==> config.mk <==
export PLATFORM = sky130hd
export DESIGN_NAME = k_nearest_free_node_select_flat
export DESIGN_NICKNAME = d
export VERILOG_FILES = /design/src/knfs_pkg.sv /design/src/knfs_in_if.sv /design/src/knfs_out_if.sv /design/src/knfs_ctrl.sv /design/src/knfs_dp.sv /design/src/k_nearest_free_node_select.sv /design/src/flat_wrapper.sv
export SDC_FILE = /design/constraint.sdc
export NUM_CORES = 2
export LEC_CHECK = 0
export BUFFER_PORTS_ARGS = -buffer_cell sky130_fd_sc_hd__buf_2
export CAP_MARGIN = 20
export CELL_PAD_IN_SITES_DETAIL_PLACEMENT = 1
export CELL_PAD_IN_SITES_GLOBAL_PLACEMENT = 1
export CORE_MARGIN = 10
export CORE_UTILIZATION = 47
export CTS_CLUSTER_DIAMETER = 30
export CTS_CLUSTER_SIZE = 8
export DETAILED_ROUTE_END_ITERATION = 7
export PLACE_DENSITY = 0.82
export SYNTH_ARGS = -nofsm -noshare
export SYNTH_HDL_FRONTEND = slang
export SYNTH_SLANG_ARGS = --single-unit
==> constraint.sdc <==
create_clock -name clk -period 7.2 [get_ports clk]
set_input_delay 1.08 -clock clk [delete_from_list [all_inputs] [get_ports clk]]
set_output_delay 1.08 -clock clk [all_outputs]
set_load 0.05 [all_outputs]
==> src/knfs_pkg.sv <==
// ----------------------------------------------------------------------------
// knfs_pkg: shared types and constants
// Field widths, register indexes and the controller/datapath command and
// status groups of the k nearest free node selector.
// ----------------------------------------------------------------------------
package knfs_pkg;

  localparam int ID_W      = 16;
  localparam int COORD_W   = 16;
  localparam int COST_W    = 8;
  localparam int RANK_W    = 4;
  localparam int NCOUNT_W  = 5;
  localparam int CFG_DATA_W = 16;
  localparam int CFG_ADDR_W = 2;

  // cells at or above this cost are blocked
  localparam logic [COST_W-1:0] COST_LIMIT = 8'd254;

  typedef enum logic [CFG_ADDR_W-1:0] {
    CFG_QUERY_X        = 2'd0,
    CFG_QUERY_Y        = 2'd1,
    CFG_NEIGHBOR_COUNT = 2'd2
  } cfg_idx_t;

  typedef struct packed {
    logic take;    // ready for a new node
    logic mul;     // square the coordinate deltas
    logic sum;     // add the squares
    logic insert;  // sorted insert into the kept list
    logic emit;    // load the next result beat
  } dp_cmd_t;

  typedef struct packed {
    logic in_valid;
    logic last;        // node under work ends the search
    logic out_free;    // output register can take a beat
    logic final_beat;  // at most one kept entry remains
  } dp_sts_t;

endpackage

==> src/knfs_in_if.sv <==
// ----------------------------------------------------------------------------
// knfs_in_if: node input channel
// Valid/ready channel carrying one graph node per beat.
// ----------------------------------------------------------------------------
interface knfs_in_if;
  logic        valid;
  logic        ready;
  logic [15:0] node_id;
  logic [15:0] node_x;
  logic [15:0] node_y;
  logic [7:0]  cell_cost;
  logic        outside_map;
  logic        last_node;

  modport source (
    output valid, node_id, node_x, node_y, cell_cost, outside_map, last_node,
    input  ready
  );
  modport sink (
    input  valid, node_id, node_x, node_y, cell_cost, outside_map, last_node,
    output ready
  );
endinterface

==> src/knfs_out_if.sv <==
// ----------------------------------------------------------------------------
// knfs_out_if: result channel
// Valid/ready channel carrying one selected node id per beat.
// ----------------------------------------------------------------------------
interface knfs_out_if;
  logic        valid;
  logic        ready;
  logic [15:0] nearest_id;
  logic [3:0]  rank;
  logic        found;
  logic        last_result;

  modport source (
    output valid, nearest_id, rank, found, last_result,
    input  ready
  );
  modport sink (
    input  valid, nearest_id, rank, found, last_result,
    output ready
  );
endinterface

==> src/knfs_ctrl.sv <==
// ----------------------------------------------------------------------------
// knfs_ctrl: sequencing controller
// Walks each node through distance, insert and, at the end of a search,
// result emission.
// ----------------------------------------------------------------------------
module knfs_ctrl (
  input  logic              clk,
  input  logic              rst_n,
  input  knfs_pkg::dp_sts_t sts,
  output knfs_pkg::dp_cmd_t cmd
);
  import knfs_pkg::*;

  typedef enum logic [4:0] {
    ST_IDLE = 5'b00001,
    ST_MUL  = 5'b00010,
    ST_SUM  = 5'b00100,
    ST_INS  = 5'b01000,
    ST_EMIT = 5'b10000
  } state_t;

  state_t state_r, state_nxt;

  always_comb begin
    state_nxt = state_r;
    cmd       = '0;
    unique case (state_r)
      ST_IDLE: begin
        cmd.take = 1'b1;
        if (sts.in_valid) state_nxt = ST_MUL;
      end
      ST_MUL: begin
        cmd.mul   = 1'b1;
        state_nxt = ST_SUM;
      end
      ST_SUM: begin
        cmd.sum   = 1'b1;
        state_nxt = ST_INS;
      end
      ST_INS: begin
        cmd.insert = 1'b1;
        state_nxt  = sts.last ? ST_EMIT : ST_IDLE;
      end
      ST_EMIT: begin
        if (sts.out_free) begin
          cmd.emit = 1'b1;
          if (sts.final_beat) state_nxt = ST_IDLE;
        end
      end
      default: state_nxt = ST_IDLE;
    endcase
  end

  always_ff @(posedge clk) begin
    if (!rst_n) state_r <= ST_IDLE;
    else        state_r <= state_nxt;
  end

`ifndef SYNTHESIS
  a_accept_starts: assert property (@(posedge clk) disable iff (!rst_n)
    (state_r == ST_IDLE && sts.in_valid) |=> state_r == ST_MUL)
    else $error("accepted node did not enter the distance pipeline");

  a_emit_ends: assert property (@(posedge clk) disable iff (!rst_n)
    (state_r == ST_EMIT && sts.out_free && sts.final_beat) |=> state_r == ST_IDLE)
    else $error("emission did not stop after the final beat");
`endif

endmodule

==> src/knfs_dp.sv <==
// ----------------------------------------------------------------------------
// knfs_dp: distance pipeline, sorted kept list and result register
// Holds the query registers, computes squared distance in stages and keeps
// a row of cells sorted by distance; emission shifts the row toward cell 0.
// ----------------------------------------------------------------------------
module knfs_dp #(
  parameter int MAX_NEIGHBORS = 16,
  parameter int COORD_BITS    = 16
) (
  input  logic                                clk,
  input  logic                                rst_n,
  knfs_in_if.sink                             in_chan,
  knfs_out_if.source                          out_chan,
  input  logic                                cfg_wr_en,
  input  logic [knfs_pkg::CFG_ADDR_W-1:0]     cfg_index,
  input  logic [knfs_pkg::CFG_DATA_W-1:0]     cfg_wdata,
  input  knfs_pkg::dp_cmd_t                   cmd,
  output knfs_pkg::dp_sts_t                   sts
);
  import knfs_pkg::*;

  localparam int CB = COORD_BITS;
  localparam int PW = 2 * COORD_BITS;
  localparam int DW = 2 * COORD_BITS + 1;
  localparam int CW = $clog2(MAX_NEIGHBORS + 1);
  localparam int IW = (MAX_NEIGHBORS > 1) ? $clog2(MAX_NEIGHBORS) : 1;

  // configuration
  logic [CFG_DATA_W-1:0] qx_r, qy_r;
  logic [NCOUNT_W-1:0]   nc_r;
  logic [CW-1:0]         eff_k;

  always_ff @(posedge clk) begin
    if (!rst_n) begin
      qx_r <= '0;
      qy_r <= '0;
      nc_r <= NCOUNT_W'(1);
    end else if (cfg_wr_en) begin
      unique case (cfg_index)
        CFG_QUERY_X:        qx_r <= cfg_wdata;
        CFG_QUERY_Y:        qy_r <= cfg_wdata;
        CFG_NEIGHBOR_COUNT: nc_r <= cfg_wdata[NCOUNT_W-1:0];
        default: ;
      endcase
    end
  end

  always_comb begin
    if (nc_r == '0)                      eff_k = CW'(1);
    else if (int'(nc_r) > MAX_NEIGHBORS) eff_k = CW'(MAX_NEIGHBORS);
    else                                 eff_k = CW'(nc_r);
  end

  // distance pipeline
  logic              accept;
  logic [CB-1:0]     nx, ny, qx, qy;
  logic [CB-1:0]     dx_r, dy_r;
  logic [PW-1:0]     sqx_r, sqy_r;
  logic [DW-1:0]     dist_r;
  logic [ID_W-1:0]   id_r;
  logic              cand_r, last_r;

  assign accept = cmd.take & in_chan.valid;
  assign in_chan.ready = cmd.take;
  assign nx = CB'(in_chan.node_x);
  assign ny = CB'(in_chan.node_y);
  assign qx = CB'(qx_r);
  assign qy = CB'(qy_r);

  always_ff @(posedge clk) begin
    if (accept) begin
      dx_r   <= (qx >= nx) ? qx - nx : nx - qx;
      dy_r   <= (qy >= ny) ? qy - ny : ny - qy;
      id_r   <= in_chan.node_id;
      cand_r <= !in_chan.outside_map && (in_chan.cell_cost < COST_LIMIT);
    end
    if (cmd.mul) begin
      sqx_r <= PW'(dx_r) * PW'(dx_r);
      sqy_r <= PW'(dy_r) * PW'(dy_r);
    end
    if (cmd.sum) dist_r <= DW'(sqx_r) + DW'(sqy_r);
  end

  always_ff @(posedge clk) begin
    if (!rst_n)      last_r <= 1'b0;
    else if (accept) last_r <= in_chan.last_node;
  end

  // kept list
  logic [ID_W-1:0] kid_r   [MAX_NEIGHBORS];
  logic [DW-1:0]   kd_r    [MAX_NEIGHBORS];
  logic [ID_W-1:0] kid_nxt [MAX_NEIGHBORS];
  logic [DW-1:0]   kd_nxt  [MAX_NEIGHBORS];
  logic [ID_W-1:0] up_id   [MAX_NEIGHBORS];
  logic [DW-1:0]   up_d    [MAX_NEIGHBORS];
  logic [ID_W-1:0] dn_id   [MAX_NEIGHBORS];
  logic [DW-1:0]   dn_d    [MAX_NEIGHBORS];
  logic [MAX_NEIGHBORS-1:0] le, le_prev;
  logic [CW-1:0]   count_r, count_nxt, cnt_eff;
  logic [IW-1:0]   km1;
  logic            room, do_ins;
  logic [RANK_W-1:0] rank_r;

  // neighbor taps: cell i-1 for insert shift, cell i+1 for emit shift
  always_comb begin
    up_id[0] = id_r;
    up_d[0]  = dist_r;
    for (int i = 1; i < MAX_NEIGHBORS; i++) begin
      up_id[i] = kid_r[i-1];
      up_d[i]  = kd_r[i-1];
    end
    dn_id[MAX_NEIGHBORS-1] = kid_r[MAX_NEIGHBORS-1];
    dn_d[MAX_NEIGHBORS-1]  = kd_r[MAX_NEIGHBORS-1];
    for (int i = 0; i < MAX_NEIGHBORS - 1; i++) begin
      dn_id[i] = kid_r[i+1];
      dn_d[i]  = kd_r[i+1];
    end
  end

  always_comb begin
    cnt_eff = (count_r > eff_k) ? eff_k : count_r;
    for (int i = 0; i < MAX_NEIGHBORS; i++)
      le[i] = (CW'(i) < cnt_eff) && (kd_r[i] <= dist_r);
    le_prev[0] = 1'b1;
    for (int i = 1; i < MAX_NEIGHBORS; i++) le_prev[i] = le[i-1];
    km1    = IW'(eff_k - CW'(1));
    room   = !le[km1];
    do_ins = cand_r && room;

    count_nxt = count_r;
    for (int i = 0; i < MAX_NEIGHBORS; i++) begin
      kid_nxt[i] = kid_r[i];
      kd_nxt[i]  = kd_r[i];
    end

    if (cmd.insert) begin
      count_nxt = (do_ins && cnt_eff < eff_k) ? cnt_eff + CW'(1) : cnt_eff;
      if (do_ins) begin
        for (int i = 0; i < MAX_NEIGHBORS; i++) begin
          if (!le[i]) begin
            if (le_prev[i]) begin
              kid_nxt[i] = id_r;
              kd_nxt[i]  = dist_r;
            end else begin
              kid_nxt[i] = up_id[i];
              kd_nxt[i]  = up_d[i];
            end
          end
        end
      end
    end else if (cmd.emit) begin
      // drop the head entry, advance the rest
      if (count_r != '0) count_nxt = count_r - CW'(1);
      for (int i = 0; i < MAX_NEIGHBORS; i++) begin
        kid_nxt[i] = dn_id[i];
        kd_nxt[i]  = dn_d[i];
      end
    end
  end

  always_ff @(posedge clk) begin
    for (int i = 0; i < MAX_NEIGHBORS; i++) begin
      kid_r[i] <= kid_nxt[i];
      kd_r[i]  <= kd_nxt[i];
    end
  end

  always_ff @(posedge clk) begin
    if (!rst_n) begin
      count_r <= '0;
      rank_r  <= '0;
    end else begin
      count_r <= count_nxt;
      if (cmd.insert)    rank_r <= '0;
      else if (cmd.emit) rank_r <= rank_r + RANK_W'(1);
    end
  end

  // result register
  logic              out_valid_r;
  logic [ID_W-1:0]   out_id_r;
  logic [RANK_W-1:0] out_rank_r;
  logic              out_found_r, out_last_r;

  always_ff @(posedge clk) begin
    if (!rst_n)             out_valid_r <= 1'b0;
    else if (cmd.emit)      out_valid_r <= 1'b1;
    else if (out_chan.ready) out_valid_r <= 1'b0;
  end

  always_ff @(posedge clk) begin
    if (cmd.emit) begin
      out_id_r    <= (count_r != '0) ? kid_r[0] : '0;
      out_rank_r  <= rank_r;
      out_found_r <= (count_r != '0);
      out_last_r  <= (count_r <= CW'(1));
    end
  end

  assign out_chan.valid       = out_valid_r;
  assign out_chan.nearest_id  = out_id_r;
  assign out_chan.rank        = out_rank_r;
  assign out_chan.found       = out_found_r;
  assign out_chan.last_result = out_last_r;

  assign sts.in_valid   = in_chan.valid;
  assign sts.last       = last_r;
  assign sts.out_free   = !out_valid_r || out_chan.ready;
  assign sts.final_beat = (count_r <= CW'(1));

`ifndef SYNTHESIS
  a_count_bound: assert property (@(posedge clk) disable iff (!rst_n)
    cmd.insert |=> count_r <= eff_k)
    else $error("kept count exceeds neighbor count after insert");

  a_empty_result: assert property (@(posedge clk) disable iff (!rst_n)
    (out_valid_r && !out_found_r) |-> (out_last_r && out_rank_r == '0))
    else $error("empty-search result is not a lone final beat");
`endif

endmodule

==> src/k_nearest_free_node_select.sv <==
// ----------------------------------------------------------------------------
// k_nearest_free_node_select: k nearest free graph nodes to a query point
// Streams graph nodes and reports the ids of the nearest free ones, sorted
// by exact squared Euclidean distance, ties in arrival order.
// ----------------------------------------------------------------------------
// Usage:
//   Write query_x, query_y and neighbor_count on the cfg_ port while idle.
//   Stream nodes on in_chan, one beat per node. A node is kept only if it is
//   inside the map and its cell cost is below 254. The beat with last_node
//   set closes the search.
//   Each node passes through accept (coordinate deltas), square, sum and a
//   sorted insert that compares against every kept cell at once. The ready
//   of in_chan is high only in the idle (accept) state of the controller, so
//   a new node is taken only after the previous one has been inserted.
//   After the closing node, results leave on out_chan nearest first, one
//   beat per cycle while the receiver takes them; the last one carries
//   last_result. A search with no free node gives one beat with found low.
//   The output register holds a beat while out_chan.ready is low; emission
//   waits, and input stays stalled until the final beat is loaded. That
//   final beat may still wait while the next search starts.
//   Reset (rst_n low, synchronous) clears the kept list, the controller and
//   the output valid, and sets query 0,0 with neighbor_count 1.
// ----------------------------------------------------------------------------
module k_nearest_free_node_select #(
  parameter int MAX_NEIGHBORS = 16,
  parameter int COORD_BITS    = 16
) (
  input  logic                            clk,
  input  logic                            rst_n,
  knfs_in_if.sink                         in_chan,
  knfs_out_if.source                      out_chan,
  input  logic                            cfg_wr_en,
  input  logic [knfs_pkg::CFG_ADDR_W-1:0] cfg_index,
  input  logic [knfs_pkg::CFG_DATA_W-1:0] cfg_wdata
);
  import knfs_pkg::*;

  dp_cmd_t cmd;
  dp_sts_t sts;

  // sequence each node through the datapath
  knfs_ctrl u_ctrl (
    .clk   (clk),
    .rst_n (rst_n),
    .sts   (sts),
    .cmd   (cmd)
  );

  // distance stages, sorted list and result register
  knfs_dp #(
    .MAX_NEIGHBORS (MAX_NEIGHBORS),
    .COORD_BITS    (COORD_BITS)
  ) u_dp (
    .clk       (clk),
    .rst_n     (rst_n),
    .in_chan   (in_chan),
    .out_chan  (out_chan),
    .cfg_wr_en (cfg_wr_en),
    .cfg_index (cfg_index),
    .cfg_wdata (cfg_wdata),
    .cmd       (cmd),
    .sts       (sts)
  );

endmodule
==> src/flat_wrapper.sv <==
// flat-port wrapper written by rule: the top's interface ports become plain ports
module k_nearest_free_node_select_flat import knfs_pkg::*;
#(
  parameter int MAX_NEIGHBORS = 16,
  parameter int COORD_BITS    = 16
)
  (clk, rst_n, cfg_wr_en, cfg_index, cfg_wdata, in_chan_valid, in_chan_node_id, in_chan_node_x, in_chan_node_y, in_chan_cell_cost, in_chan_outside_map, in_chan_last_node, in_chan_ready, out_chan_valid, out_chan_nearest_id, out_chan_rank, out_chan_found, out_chan_last_result, out_chan_ready);
  knfs_in_if in_chan_i ();
  knfs_out_if out_chan_i ();
  input  logic clk;
  input  logic rst_n;
  input  logic cfg_wr_en;
  input  logic [knfs_pkg::CFG_ADDR_W-1:0] cfg_index;
  input  logic [knfs_pkg::CFG_DATA_W-1:0] cfg_wdata;
  input wire logic [$bits(in_chan_i.valid)-1:0] in_chan_valid;
  input wire logic [$bits(in_chan_i.node_id)-1:0] in_chan_node_id;
  input wire logic [$bits(in_chan_i.node_x)-1:0] in_chan_node_x;
  input wire logic [$bits(in_chan_i.node_y)-1:0] in_chan_node_y;
  input wire logic [$bits(in_chan_i.cell_cost)-1:0] in_chan_cell_cost;
  input wire logic [$bits(in_chan_i.outside_map)-1:0] in_chan_outside_map;
  input wire logic [$bits(in_chan_i.last_node)-1:0] in_chan_last_node;
  output wire logic [$bits(in_chan_i.ready)-1:0] in_chan_ready;
  output wire logic [$bits(out_chan_i.valid)-1:0] out_chan_valid;
  output wire logic [$bits(out_chan_i.nearest_id)-1:0] out_chan_nearest_id;
  output wire logic [$bits(out_chan_i.rank)-1:0] out_chan_rank;
  output wire logic [$bits(out_chan_i.found)-1:0] out_chan_found;
  output wire logic [$bits(out_chan_i.last_result)-1:0] out_chan_last_result;
  input wire logic [$bits(out_chan_i.ready)-1:0] out_chan_ready;
  assign in_chan_i.valid = in_chan_valid;
  assign in_chan_i.node_id = in_chan_node_id;
  assign in_chan_i.node_x = in_chan_node_x;
  assign in_chan_i.node_y = in_chan_node_y;
  assign in_chan_i.cell_cost = in_chan_cell_cost;
  assign in_chan_i.outside_map = in_chan_outside_map;
  assign in_chan_i.last_node = in_chan_last_node;
  assign in_chan_ready = in_chan_i.ready;
  assign out_chan_valid = out_chan_i.valid;
  assign out_chan_nearest_id = out_chan_i.nearest_id;
  assign out_chan_rank = out_chan_i.rank;
  assign out_chan_found = out_chan_i.found;
  assign out_chan_last_result = out_chan_i.last_result;
  assign out_chan_i.ready = out_chan_ready;
  k_nearest_free_node_select #(.MAX_NEIGHBORS(MAX_NEIGHBORS), .COORD_BITS(COORD_BITS)) u_core (.clk(clk), .rst_n(rst_n), .in_chan(in_chan_i), .out_chan(out_chan_i), .cfg_wr_en(cfg_wr_en), .cfg_index(cfg_index), .cfg_wdata(cfg_wdata));
endmodule
==> impl_metrics.json <==
{
  "outcome": "finished clean",
  "critPathMaxFanout": 8,
  "viasPerCell": 6.235,
  "drc": 0,
  "hold_depth": 1,
  "grt_antenna_before_repair": 6,
  "synth-edff-count": 950,
  "rows": 148,
  "fin_crit_ns": 7.039,
  "drive_gt1_share_pct": 10.91,
  "worstSetupPathType": "flip-flop to flip-flop",
  "start_util_pct": 47.27,
  "syn_nets": 8896,
  "synth_area_um2": 76940,
  "grt_pass1_vias": 70930,
  "grt_busiest_layer": "met2",
  "vias": 64200,
  "grt_pass1_wl_um": 418300,
  "drv_slew": 0,
  "arrival_ns": 7.64,
  "ys_types": 84,
  "reg2regPathDepth": 23,
  "fin_worst_skew_ns": 0.1021,
  "fin_cells": 10300,
  "grt_use_met1_pct": 33.74,
  "synth-main-ff-cell": "edfxtp_1",
  "ys_seq_elements": 1003,
  "io_pins": 105,
  "avgSynthCellArea_um2": 10.05,
  "nNetsFinal": 9160,
  "ys_seq_area_share_pct": 38.46,
  "worst_pin_slew_ns": 1.134,
  "hold_class": "primary input to flip-flop",
  "cts.clk_slew.worst_paths_ns": 0.05,
  "syn-instance-count": 7653,
  "max_cap_violations": 0,
  "dr.pass1.iters": 6,
  "regArea_um2": 29590,
  "fp.dieW_um": 424.6,
  "fp.coreArea_um2": 162800,
  "max-vdd-ir-drop_mv": 1.109,
  "wl_um": 273100,
  "cts_htree_levels": 5,
  "clockBufferDepth": 4,
  "final_core_util_pct": 55.75,
  "cp-start-kind": "flip-flop",
  "fillerInstances": 17430,
  "dieArea_um2": 180300,
  "yosysWarnings": 0,
  "drtAntennaViolNets": 0,
  "max-slew-margin-rel_pct": 24.18,
  "async_flop_share_pct": 0,
  "cp.required_ns": 7.80,
  "cts_tree": "done",
  "cts_inserted_buffers": 288,
  "gp_congestion": 0.8941,
  "fmax_mhz": 142.1,
  "met3_usage_pct": 5.479,
  "port_buffers": 103,
  "insertion_delay_ns": 0.96,
  "placed_cells": 9790,
  "end_kind": "flip-flop",
  "routedWlPerCell_um": 26.53,
  "die_h_um": 424.6,
  "grt_use_met2_pct": 50.58,
  "hold_viol_final": 0,
  "overflow": 0,
  "multi_input_area_um2": 43560,
  "clock_sinks": 1003,
  "p_per_area_nw_per_um2": 525.7,
  "post-dp-hpwl_um": 183300,
  "grt_max_degree": 206,
  "setup_viol_count_final": 0,
  "leakage_nw": 38.40,
  "timing.final.crit_share_pct": 97.77,
  "cts-root-buf": "clkbuf_16",
  "track_usage_pct": 29.40,
  "first_iter_violations": 5935,
  "syn2layout_area_growth_pct": 17.94
}
[metal layers]
layer | share of wire, % | wire, µm | up-vias
met2 | 49 | 134800 | 3062
met1 | 37 | 102100 | 32320
met3 | 6.7 | 18370 | 949
met5 | 0.0073 | 20 | -
met4 | 6.5 | 17840 | 4
li1 | - | - | 27870
[Yosys cell counts (16+ instances only)]
library cell | count | area [µm²]
nand2_1 | 1109 | 4163
edfxtp_1 | 950 | 28530
ha_1 | 832 | 10410
inv_1 | 661 | 2481
mux2i_1 | 645 | 6456
o21ai_1 | 600 | 3003
a21oi_1 | 389 | 1947
fa_1 | 330 | 6606
clkbuf_1 | 315 | 1182
o21ai_0 | 295 | 1476
nor2_1 | 270 | 1013
and2_1 | 110 | 688.2
a21o_1 | 100 | 750.7
nand3_1 | 100 | 500.5
nand4_1 | 96 | 600.6
xnor2_1 | 84 | 735.7
nor3_1 | 61 | 305.3
a211oi_1 | 56 | 420.4
dfxtp_1 | 53 | 1061
buf_2 | 46 | 230.2
nor2b_1 | 46 | 287.8
o21a_1 | 32 | 240.2
xor2_1 | 30 | 262.8
and3_1 | 27 | 168.9
mux2_2 | 24 | 270.3
nor4_1 | 24 | 150.1
nand2b_1 | 22 | 137.6
o211ai_1 | 21 | 157.7
or3_1 | 20 | 125.1
buf_6 | 19 | 214.0
o22ai_1 | 19 | 118.9
a22o_1 | 18 | 157.7
and4_1 | 18 | 157.7
o21bai_1 | 16 | 120.1
[layout make-up]
class	instances	share of cell area (%)
clock inverter	161	2.216
tap	2175	2.999
inverter	663	2.747
timing repair buffer	364	3.134
sequential	1003	32.61
multi-input combinational	5597	48.00
clock buffer	330	8.290
antenna	3	0.008273
[worst paths after layout]
check / from / slack, ns / endpoint
setup / recovery: u_core.u_dp.dx_r[6]$_DFFE_PP_ / 0.16 / u_core.u_dp.sqx_r[30]$_DFFE_PP_
setup reg to reg: u_core.u_dp.dx_r[6]$_DFFE_PP_ / 0.16 / u_core.u_dp.sqx_r[30]$_DFFE_PP_
hold reg to reg: u_core.u_dp.rank_r[3]$_SDFFE_PP0P_ / 0.45 / u_core.u_dp.out_chan.rank[3]$_DFFE_PP_
hold / removal: in_chan_node_id[8] / 0.31 / u_core.u_dp.id_r[8]$_DFFE_PP_
[registers in the layout, summed over array words and instances, names as in the netlist, 31 cells and up]
name and cells:
u_core.u_dp.kid_r 256, u_core.u_dp.dist_r 33, u_core.u_dp.sqy_r 31, u_core.u_dp.kd_r 528
u_core.u_dp.sqx_r 31
[worst max-delay path, stage by stage, from the launching register on]
cell and delay, ns:
edfxtp_1 0.42, buf_4 0.19, buf_4 0.17, and2_1 0.17, fa_1 0.48, inv_1 0.07, fa_1 0.53, inv_1 0.07
fa_1 0.56, fa_1 0.46, fa_1 0.56, inv_1 0.07, fa_1 0.53, inv_1 0.04, ha_2 0.31, and2_1 0.15
o21ai_0 0.20, o31ai_2 0.13, o31a_1 0.37, and2_1 0.20, or4_1 0.51, a31o_2 0.25, a21oi_1 0.18, xnor2_1 0.09
[logic make-up after synthesis]
group,share of synthesized area [%]
buf+inv,5.436
xor+xnor,1.298
flops,38.46
fa+ha+maj,22.12
simple gates,11.24
mux,8.772
compound gates,12.68
[cells in the final DEF (no fill, tap or decap), types with 24 or more instances in the layout]
master,count
and2_1,107
mux2_2,24
fa_1,330
buf_4,229
nor2b_1,46
o21ai_1,601
clkbuf_16,294
nor2_1,265
bufinv_16,46
o21a_1,32
clkinv_1,45
nand3_1,100
buf_12,29
clkinv_2,40
clkbuf_1,33
a211oi_1,53
nand2_1,1107
dfxtp_1,53
a21oi_1,385
mux2i_1,645
ha_1,829
nor3_1,60
xnor2_1,84
buf_2,103
nand4_1,96
inv_1,659
o21ai_0,280
edfxtp_1,950
and3_1,26
xor2_1,30
a21o_1,97
[metrics by stage]
step	setup slack [ns]	TNS (ns)	hold slack (ns)	cell area, µm²	power (mW)
after detailed placement	0.08558	0	0.4557	81040	33.36
after global placement	0.1322	0	0.4388	81040	31.59
after CTS	0.03359	0	0.2726	90590	47.11
after global routing	-0.1184	-0.2332	0.3030	90730	51.23
final	0.1609	0	0.3118	90740	47.70
after floorplan	-0.6157	-361.94	0.4280	76940	26.17
[where the power goes]
part           leakage (nW)  switching [mW]  internal [mW]
clock network          4.62            3.87           9.00
logic                  24.8            15.3           11.3
registers              9.02           0.315           7.94
[what timing repair did]
item / 4_1_cts / 5_1_grt
hold endpoints to repair: 0 / 0
setup buffers: 2 / 7
hold buffers: 0 / 0
pin swaps: 1 / 3
resized for setup: 2 / 18
setup endpoints to repair: 2 / 7
(Power assumes the default switching activity.)
